==> src/rtl/mer_pkg.sv <==
// Shared types and constants for the midpoint ellipse rasterizer.
// Sequencer state, region phase, multiplier operand select and the control/status structs.
// No dependencies.
package mer_pkg;

  localparam int RADIUS_BITS_DEF = 9;
  localparam int COORD_BITS_DEF  = 10;

  localparam int CFG_IDX_W = 2;
  localparam logic [CFG_IDX_W-1:0] CFG_CENTER_X = 2'd0;
  localparam logic [CFG_IDX_W-1:0] CFG_CENTER_Y = 2'd1;
  localparam logic [CFG_IDX_W-1:0] CFG_RADIUS_X = 2'd2;
  localparam logic [CFG_IDX_W-1:0] CFG_RADIUS_Y = 2'd3;

  typedef enum logic [3:0] {
    ST_IDLE,
    ST_SQX,
    ST_SQY,
    ST_SLY,
    ST_INIT,
    ST_CHK,
    ST_TT,
    ST_TA,
    ST_UU,
    ST_UB,
    ST_RR,
    ST_FIN,
    ST_EMIT,
    ST_ADV
  } state_t;

  typedef enum logic [1:0] {
    PH_DONE,
    PH_R1,
    PH_R2
  } phase_t;

  typedef enum logic [2:0] {
    MS_RX,
    MS_RY,
    MS_RX2_RY,
    MS_TT,
    MS_RY2_P,
    MS_UU,
    MS_RX2_P,
    MS_RX2_RY2
  } msel_t;

  typedef struct packed {
    logic  idle;
    logic  take;
    logic  cap_rx2;
    logic  cap_ry2;
    logic  init;
    logic  acc_load;
    logic  acc_add;
    logic  acc_fin;
    logic  emit;
    logic  adv;
    msel_t msel;
  } ctl_t;

  typedef struct packed {
    logic in_valid;
    logic in_restart;
    logic restart;
    logic active;
    logic settle;
    logic pend;
    logic last;
    logic out_busy;
  } sts_t;

endpackage

==> src/rtl/mer_mul.sv <==
// Shared signed multiplier with registered product.
// Operands are selected by the datapath; the product is valid in the cycle after issue.
// Depends on nothing.
module mer_mul #(
  parameter int A_W = 24,
  parameter int B_W = 19
) (
  input  logic                     clk,
  input  logic signed [A_W-1:0]    a,
  input  logic signed [B_W-1:0]    b,
  output logic signed [A_W+B_W-1:0] p
);

  always_ff @(posedge clk) begin
    p <= a * b;
  end

endmodule

==> src/rtl/mer_ctrl.sv <==
// Sequencer for the midpoint ellipse rasterizer.
// Walks squares, region-1 seed, region-2 seed, emit and step; uses mer_pkg types.
module mer_ctrl (
  input  logic          clk,
  input  logic          rst,
  input  mer_pkg::sts_t sts,
  output mer_pkg::ctl_t ctl
);
  import mer_pkg::*;

  state_t state, state_next;

  always_ff @(posedge clk) begin
    if (rst) begin
      state <= ST_IDLE;
    end else begin
      state <= state_next;
    end
  end

  always_comb begin
    state_next = state;
    case (state)
      ST_IDLE: begin
        if (sts.in_valid && (sts.in_restart || sts.active)) state_next = ST_SQX;
      end
      ST_SQX: state_next = ST_SQY;
      ST_SQY: state_next = ST_SLY;
      ST_SLY: state_next = sts.restart ? ST_INIT : ST_EMIT;
      ST_INIT: state_next = ST_CHK;
      ST_CHK: begin
        if (sts.settle) state_next = ST_TT;
        else if (sts.pend) state_next = ST_EMIT;
        else state_next = ST_IDLE;
      end
      ST_TT: state_next = ST_TA;
      ST_TA: state_next = ST_UU;
      ST_UU: state_next = ST_UB;
      ST_UB: state_next = ST_RR;
      ST_RR: state_next = ST_FIN;
      ST_FIN: state_next = sts.pend ? ST_EMIT : ST_IDLE;
      ST_EMIT: begin
        if (!sts.out_busy) state_next = sts.last ? ST_IDLE : ST_ADV;
      end
      ST_ADV: state_next = ST_CHK;
      default: state_next = ST_IDLE;
    endcase
  end

  always_comb begin
    ctl = '0;
    ctl.msel = MS_RX;
    case (state)
      ST_IDLE: begin
        ctl.idle = 1'b1;
        ctl.take = sts.in_valid;
      end
      ST_SQX: ctl.msel = MS_RX;
      ST_SQY: begin
        ctl.cap_rx2 = 1'b1;
        ctl.msel = MS_RY;
      end
      ST_SLY: begin
        ctl.cap_ry2 = 1'b1;
        ctl.msel = MS_RX2_RY;
      end
      ST_INIT: ctl.init = 1'b1;
      ST_CHK: ctl.msel = MS_TT;
      ST_TT: ctl.msel = MS_TT;
      ST_TA: ctl.msel = MS_RY2_P;
      ST_UU: begin
        ctl.acc_load = 1'b1;
        ctl.msel = MS_UU;
      end
      ST_UB: ctl.msel = MS_RX2_P;
      ST_RR: begin
        ctl.acc_add = 1'b1;
        ctl.msel = MS_RX2_RY2;
      end
      ST_FIN: ctl.acc_fin = 1'b1;
      ST_EMIT: ctl.emit = !sts.out_busy;
      ST_ADV: ctl.adv = 1'b1;
      default: ctl.idle = 1'b0;
    endcase
  end

endmodule

==> src/rtl/midpoint_ellipse_rasterizer.sv <==
// Midpoint ellipse rasterizer, top level: configuration, datapath registers and output stage.
// Uses mer_pkg, mer_mul (shared multiplier) and mer_ctrl (sequencer).
// One transaction with restart high starts an ellipse at offset (0, radius_y) and returns
// its first point; one with restart low returns the next point, or nothing once the last
// point (flagged by last_point) has gone out. Each point carries the four mirrored
// coordinates modulo 2^(COORD_BITS+2). All products go through one registered multiplier,
// one per cycle. An advance squares the radii, forms the slope product, emits its point
// and then steps and checks for the next; a restart squares the radii, forms the slope
// product, seeds region 1 and checks before it emits; a point that crosses into region 2
// adds the seed products. An advance with no ellipse active is taken while idle and gives
// nothing. in_stall is high while a transaction is in work; the output register holds a
// result until it is taken, and a new point waits while it is full.
module midpoint_ellipse_rasterizer #(
  parameter int RADIUS_BITS = mer_pkg::RADIUS_BITS_DEF,
  parameter int COORD_BITS  = mer_pkg::COORD_BITS_DEF,
  localparam int CFG_W = (COORD_BITS > RADIUS_BITS) ? COORD_BITS : RADIUS_BITS,
  localparam int OUT_W = COORD_BITS + 2
) (
  input  logic                             clk,
  input  logic                             rst,
  input  logic                             cfg_we,
  input  logic [mer_pkg::CFG_IDX_W-1:0]    cfg_index,
  input  logic [CFG_W-1:0]                 cfg_data,
  input  logic                             in_valid,
  output logic                             in_stall,
  input  logic                             restart,
  output logic                             out_valid,
  input  logic                             out_stall,
  output logic signed [OUT_W-1:0]          x_right,
  output logic signed [OUT_W-1:0]          x_left,
  output logic signed [OUT_W-1:0]          y_below,
  output logic signed [OUT_W-1:0]          y_above,
  output logic                             last_point
);
  import mer_pkg::*;

  localparam int SQ_W  = 2 * RADIUS_BITS;
  localparam int OFF_W = RADIUS_BITS + 1;
  localparam int T_W   = OFF_W + 2;
  localparam int U_W   = OFF_W + 1;
  localparam int A_W   = 2 * OFF_W + 4;
  localparam int B_W   = SQ_W + 1;
  localparam int P_W   = A_W + B_W;
  localparam int SLP_W = SQ_W + OFF_W + 2;
  localparam int DEC_W = P_W + 3;

  logic [COORD_BITS-1:0]   cx, cy;
  logic [RADIUS_BITS-1:0]  rx, ry;
  logic [SQ_W-1:0]         rx2, ry2;
  logic [OFF_W-1:0]        x, y;
  logic signed [SLP_W-1:0] slx, sly;
  logic signed [DEC_W-1:0] dec;
  phase_t                  phase;
  logic                    restart_q, pend;

  logic signed [A_W-1:0]   mul_a;
  logic signed [B_W-1:0]   mul_b;
  logic signed [P_W-1:0]   p;

  ctl_t ctl;
  sts_t sts;

  logic signed [T_W-1:0]   t_val;
  logic signed [U_W-1:0]   u_val;
  logic signed [DEC_W-1:0] p_d, rx2_d, ry2_d, slx_nd, sly_nd;
  logic signed [SLP_W-1:0] slx_inc, sly_dec;
  logic [OFF_W-1:0]        x_adv, y_adv;
  logic signed [SLP_W-1:0] slx_adv, sly_adv;
  logic signed [DEC_W-1:0] dec_adv;
  logic                    last;

  assign t_val = {1'b0, x, 1'b1};
  assign u_val = {1'b0, y} - U_W'(1);
  assign p_d   = DEC_W'(p);
  assign rx2_d = DEC_W'(rx2);
  assign ry2_d = DEC_W'(ry2);
  assign last  = (phase == PH_R2) && (y == '0);

  // operand select for the shared multiplier
  always_comb begin
    mul_a = A_W'(rx);
    mul_b = B_W'(rx);
    case (ctl.msel)
      MS_RX: begin
        mul_a = A_W'(rx);
        mul_b = B_W'(rx);
      end
      MS_RY: begin
        mul_a = A_W'(ry);
        mul_b = B_W'(ry);
      end
      MS_RX2_RY: begin
        mul_a = A_W'(ry);
        mul_b = B_W'(rx2);
      end
      MS_TT: begin
        mul_a = A_W'(t_val);
        mul_b = B_W'(t_val);
      end
      MS_RY2_P: begin
        mul_a = p[A_W-1:0];
        mul_b = B_W'(ry2);
      end
      MS_UU: begin
        mul_a = A_W'(u_val);
        mul_b = B_W'(u_val);
      end
      MS_RX2_P: begin
        mul_a = p[A_W-1:0];
        mul_b = B_W'(rx2);
      end
      MS_RX2_RY2: begin
        mul_a = A_W'(ry2);
        mul_b = B_W'(rx2);
      end
      default: begin
        mul_a = A_W'(rx);
        mul_b = B_W'(rx);
      end
    endcase
  end

  mer_mul #(
    .A_W(A_W),
    .B_W(B_W)
  ) u_mul (
    .clk(clk),
    .a  (mul_a),
    .b  (mul_b),
    .p  (p)
  );

  // one step of the decision recurrence
  assign slx_inc = slx + SLP_W'({ry2, 1'b0});
  assign sly_dec = sly - SLP_W'({rx2, 1'b0});
  assign slx_nd  = DEC_W'(slx_inc);
  assign sly_nd  = DEC_W'(sly_dec);

  always_comb begin
    x_adv   = x;
    y_adv   = y;
    slx_adv = slx;
    sly_adv = sly;
    dec_adv = dec;
    case (phase)
      PH_R1: begin
        x_adv   = x + OFF_W'(1);
        slx_adv = slx_inc;
        if (dec[DEC_W-1]) begin
          dec_adv = dec + ((slx_nd + ry2_d) <<< 2);
        end else begin
          y_adv   = y - OFF_W'(1);
          sly_adv = sly_dec;
          dec_adv = dec + ((slx_nd - sly_nd + ry2_d) <<< 2);
        end
      end
      PH_R2: begin
        y_adv   = y - OFF_W'(1);
        sly_adv = sly_dec;
        if (!dec[DEC_W-1] && (dec != '0)) begin
          dec_adv = dec + ((rx2_d - sly_nd) <<< 2);
        end else begin
          x_adv   = x + OFF_W'(1);
          slx_adv = slx_inc;
          dec_adv = dec + ((slx_nd - sly_nd + rx2_d) <<< 2);
        end
      end
      default: dec_adv = dec;
    endcase
  end

  assign sts.in_valid   = in_valid;
  assign sts.in_restart = restart;
  assign sts.restart    = restart_q;
  assign sts.active     = (phase != PH_DONE);
  assign sts.settle     = (phase == PH_R1) && !(slx < sly);
  assign sts.pend       = pend;
  assign sts.last       = last;
  assign sts.out_busy   = out_valid && out_stall;

  mer_ctrl u_ctrl (
    .clk(clk),
    .rst(rst),
    .sts(sts),
    .ctl(ctl)
  );

  assign in_stall = !ctl.idle;

  // configuration registers
  always_ff @(posedge clk) begin
    if (rst) begin
      cx <= '0;
      cy <= '0;
      rx <= '0;
      ry <= '0;
    end else if (cfg_we) begin
      case (cfg_index)
        CFG_CENTER_X: cx <= cfg_data[COORD_BITS-1:0];
        CFG_CENTER_Y: cy <= cfg_data[COORD_BITS-1:0];
        CFG_RADIUS_X: rx <= cfg_data[RADIUS_BITS-1:0];
        CFG_RADIUS_Y: ry <= cfg_data[RADIUS_BITS-1:0];
        default: cx <= cx;
      endcase
    end
  end

  // control flags
  always_ff @(posedge clk) begin
    if (rst) begin
      phase     <= PH_DONE;
      restart_q <= 1'b0;
      pend      <= 1'b0;
      out_valid <= 1'b0;
    end else begin
      if (ctl.take) begin
        restart_q <= restart;
        pend      <= 1'b1;
      end
      if (ctl.init) phase <= PH_R1;
      if (ctl.acc_fin) phase <= PH_R2;
      if (ctl.emit) begin
        pend <= 1'b0;
        if (last) phase <= PH_DONE;
      end
      if (ctl.emit) out_valid <= 1'b1;
      else if (!out_stall) out_valid <= 1'b0;
    end
  end

  // datapath
  always_ff @(posedge clk) begin
    if (ctl.cap_rx2) rx2 <= p[SQ_W-1:0];
    if (ctl.cap_ry2) ry2 <= p[SQ_W-1:0];
    if (ctl.init) begin
      x   <= '0;
      y   <= OFF_W'(ry);
      slx <= '0;
      sly <= {p[SLP_W-2:0], 1'b0};
      dec <= (ry2_d <<< 2) - (p_d <<< 2) + rx2_d;
    end
    if (ctl.acc_load) dec <= p_d;
    if (ctl.acc_add) dec <= dec + (p_d <<< 2);
    if (ctl.acc_fin) dec <= dec - (p_d <<< 2);
    if (ctl.adv) begin
      x   <= x_adv;
      y   <= y_adv;
      slx <= slx_adv;
      sly <= sly_adv;
      dec <= dec_adv;
    end
    if (ctl.emit) begin
      x_right    <= OUT_W'(cx) + OUT_W'(x);
      x_left     <= OUT_W'(cx) - OUT_W'(x);
      y_below    <= OUT_W'(cy) + OUT_W'(y);
      y_above    <= OUT_W'(cy) - OUT_W'(y);
      last_point <= last;
    end
  end

endmodule
==> config.mk <==
export PLATFORM = sky130hd
export DESIGN_NAME = midpoint_ellipse_rasterizer
export DESIGN_NICKNAME = d
export VERILOG_FILES = /design/src/rtl/mer_pkg.sv /design/src/rtl/mer_mul.sv /design/src/rtl/mer_ctrl.sv /design/src/rtl/midpoint_ellipse_rasterizer.sv
export SDC_FILE = /design/constraint.sdc
export NUM_CORES = 2
export LEC_CHECK = 0
export ABC_AREA = 1
export BUFFER_PORTS_ARGS = -buffer_cell sky130_fd_sc_hd__buf_2
export CELL_PAD_IN_SITES_DETAIL_PLACEMENT = 2
export CELL_PAD_IN_SITES_GLOBAL_PLACEMENT = 2
export CORE_UTILIZATION = 39
export DETAILED_ROUTE_END_ITERATION = 7
export PLACE_DENSITY_LB_ADDON = 0.1
export SLEW_MARGIN = 5
export SYNTH_ARGS = -nofsm -noshare
export SYNTH_HDL_FRONTEND = slang
export SYNTH_HIERARCHICAL = 1
export SYNTH_SLANG_ARGS = --single-unit
==> constraint.sdc <==
create_clock -name clk -period 9.9 [get_ports clk]
set_clock_uncertainty 0.1 [all_clocks]
set_input_delay 1.98 -clock clk [delete_from_list [all_inputs] [get_ports clk]]
set_output_delay 1.98 -clock clk [all_outputs]
set_load 0.02 [all_outputs]
==> reports/metrics.csv <==
stage,metric,value,unit
outcome,status,"complete, no violations",
floorplanning,Die Area,0.1335,mm^2
global_routing,initial antenna violation count,7,
floorplanning,initial core utilization,39.52,%
cells_and_area,"commonest non-fill, non-tap cell in the layout",nand2_1,
power,part of the power in registers,18.3,%
synth,Syn. warnings,6,
global_routing,Congestion Overflow GR,0,
sta,Final Hold Fails,0,
cells_and_area,# diodes,0,
setup_path,crit path DAT,9900,ps
global_routing,vias in the first global route,57610,
floorplanning,Die Wd,365.4,um
synth,"Top FF cell, synth",edfxtp_1,
clock_tree,Worst-Skew Late Latency,640,ps
cells_and_area,layout cell share with drive strength beyond 1,7.321,%
placement,port buffer count,66,
sta,headroom to the max-slew limit,14.60,%
power,internal power,4.079,mW
clock_tree,CTS Buf Count,43,
sta,fin. max-slew vios,0,
synth,Synth top area share,18.81,%
placement,post-place setup slack,227.2,ps
setup_path,crit end category,flop,
sta,Achievable Freq,105.3,MHz
synth,Syn Inst Count,7350,
placement,Post-DP Area,0.05414,mm^2
synth,synthesized cell area,0.05150,mm^2
power,pwr/cell area,152.2,mW/mm^2
sta,RSZ-0062 raised after global routing,no,
synth,synth top area cells,"fa_1, nand2_1, edfxtp_1, ha_1, inv_1",
global_routing,layer with the highest usage,met2,
clock_tree,"Hold-fix buffers, CTS",0,
global_routing,Tot GR Track Use,34.55,%
cells_and_area,"commonest non-fill, non-tap cells in the layout","nand2_1, inv_1, a21oi_1",
clock_tree,H-tree Lvls,2,
synth,largest area contributor in the netlist,fa_1,
sta,setup_tns,0,ps
detailed_routing,Initial DRT Pass Iterations,5,
global_routing,global-route met1 utilization,42.43,%
setup_path,Startpoint Class,flop,
global_routing,first-pass GRT wire length,349000,um
sta,setup ws final,403.2,ps
floorplanning,die height,365.4,um
setup_path,CP Class,flop to flop,
synth,"EDFF count, synth",203,
cells_and_area,final core occ,42.77,%
setup_path,CP Launch Point,u_ctrl/state[3],
clock_tree,CTS tree,yes,
synth,Synth async-reset ratio,0,%
cells_and_area,FF+latch area,0.007898,mm^2
global_routing,met3 Usage GRT,3.298,%
setup_path,R2R Path End,u_mul/p[30],
clock_tree,Clock transition at path regs,60,ps
placement,DPL Wire Length,194200,um
detailed_routing,Detailed Route WL,231400,um
floorplanning,number of rows in the core area,132,
cells_and_area,multi-input logic area,0.03718,mm^2
detailed_routing,Starting DRT DRC Count,2668,
floorplanning,Core ar.,0.1303,mm^2
min_path,HP Class,flop to flop,
global_routing,largest net degree at the start of global routing,64,
setup_path,Crit path required time,10300,ps
sta,worst-margin pin slew,1281,ps
setup_path,slack of the worst reg-to-reg path,400,ps
clock_tree,clk buf depth,3,
job,number of max-cap violations,0,
cells_and_area,Final nets,8336,
synth,average size of a mapped cell,7.007,um^2
synth,Yosys reg bits,293,
sta,final setup vio count,0,
synth,count of cell types in the netlist,77,
setup_path,CP endpoint,u_mul/p[30],
cells_and_area,post-route cell area,0.05573,mm^2
power,Peak VDD IR,0.0001640,V
setup_path,critical-path maximum fanout,16,
setup_path,cells on worst reg2reg path,25,
min_path,hold path depth,2,
power,power share of the clock group,19.0,%
cells_and_area,fill count,15730,
detailed_routing,average wire per standard cell,25.30,um
power,switching portion of total power,51.92,%
cells_and_area,Area Growth Syn to Fin,8.214,%
setup_path,R2R Path Start,u_ctrl/state[3],
detailed_routing,DRC viols,0,
sta,Final Critical Period,9497,ps
power,leakage power,29.41,nW
sta,hold slack,349.1,ps
sta,period utilisation layout,95.93,%
clock_tree,clock root cell,clkbuf_16,
global_routing,met2 Use GR,62.14,%
detailed_routing,DR vias/cell,5.576,
power,Switching Power,4.404,mW
clock_tree,# clock sinks,293,
detailed_routing,DR vias,50990,
detailed_routing,Antenna Nets Post-Route,0,
floorplanning,# IOs,69,
placement,global placement routability congestion,0.9284,
power,Comb power frac,62.8,%
synth,"Seq/Total Area, Yosys",15.34,%
==> synthesized netlist by cell type, types with 58 or more instances <==
master,number
a21oi_1,554
a31oi_1,65
clkbuf_1,177
dfxtp_1,90
edfxtp_1,203
fa_1,484
ha_1,465
inv_1,1518
nand2_1,1660
nand2_2,76
nand3_1,234
nand4_1,64
nor2_1,545
nor3_1,72
o21ai_0,385
xnor2_1,58
xor2_1,165
==> power groups by stage <==
stage	combinational, mW	sequential (mW)	clock [mW]
floorplan	3.55	1.50	0
global placement	4.97	1.57	0
detailed placement	5.18	1.57	0
CTS	5.24	1.55	1.64
global route	5.85	1.55	1.67
finish	5.32	1.55	1.61
==> through the flow <==
step / cells / power (mW)
floorplan: 7351 / 5.055
global placement: 9055 / 6.538
detailed placement: 9055 / 6.749
CTS: 9134 / 8.420
global route: 9145 / 9.075
finish: 9145 / 8.483
==> routing by layer <==
layer,share of wire (%),up-vias
met5,0.0035,-
met4,4.1,2
met3,3.8,448
met2,50,1110
met1,42,26200
li1,-,23230
==> kinds of logic (layout without fill, tap and decap cells) <==
kind of cell               count (synthesis)  in the layout  synth area share, %
buffers and inverters                   1767           1819                13.01
AOI/OAI and AO/OA                       1288           1288                14.11
DFF                                      293            293                15.34
xor gates and xnor gates                 224            224                3.824
and+or+nand+nor                         2827           2827                23.58
adders and majority gates                949            949                30.11
muxes                                      1              1              0.01944
other                                      1              2             0.007282
==> critical path, cell delays in order (launching register included) <==
cell	delay, ps
dfxtp_1	520
nand2_2	230
o21ai_1	530
inv_1	240
nor3_1	400
clkinv_1	390
nor2_1	520
inv_1	550
or2_2	500
fa_1	560
fa_1	530
fa_1	530
fa_1	530
fa_1	570
inv_1	90
fa_1	520
ha_1	330
ha_1	420
a21oi_1	290
nand2_1	150
a21oi_1	340
nand3_2	210
nand2_1	130
nand2_1	60
nand2_1	70
nand2_1	50
==> repair_timing <==
| action | CTS | global route |
|---|---|---|
| gates resized for setup | 0 | 21 |
| buffers inserted | 0 | 11 |
| endpoints found under the setup margin | 0 | 13 |
==> layout make-up <==
cell class	count	share of cell area, %
Multi-Input combinational cell	5291	66.71
Clock inverter	21	0.4490
Tap cell	1742	3.911
Sequential cell	293	14.17
Timing Repair Buffer	182	2.178
Clock buffer	58	2.068
Inverter	1558	10.51
==> state kept, by name, indices dropped and copies added (netlist names), 4 cells and up <==
signal,flops
u_ctrl/state,4
rx,9
rx2,18
y,10
y_below,10
ry,9
cy,10
u_mul/p,43
x_right,10
cx,10
y_above,11
x_left,11
x,10
dec,46
slx,29
ry2,18
sly,29
==> how the worst min path moves through the flow <==
stage,slack (ps),from,endpoint
2_1_floorplan,320,rx[0],rx[0]
3_3_place_gp,340,rx[3],rx[3]
3_5_place_dp,340,rx[4],rx[4]
4_1_cts,350,rx[4],rx[4]
5_1_grt,370,rx[7],rx[7]
6_report,350,rx[5],rx[5]
Power figures use the tool's default switching activity.
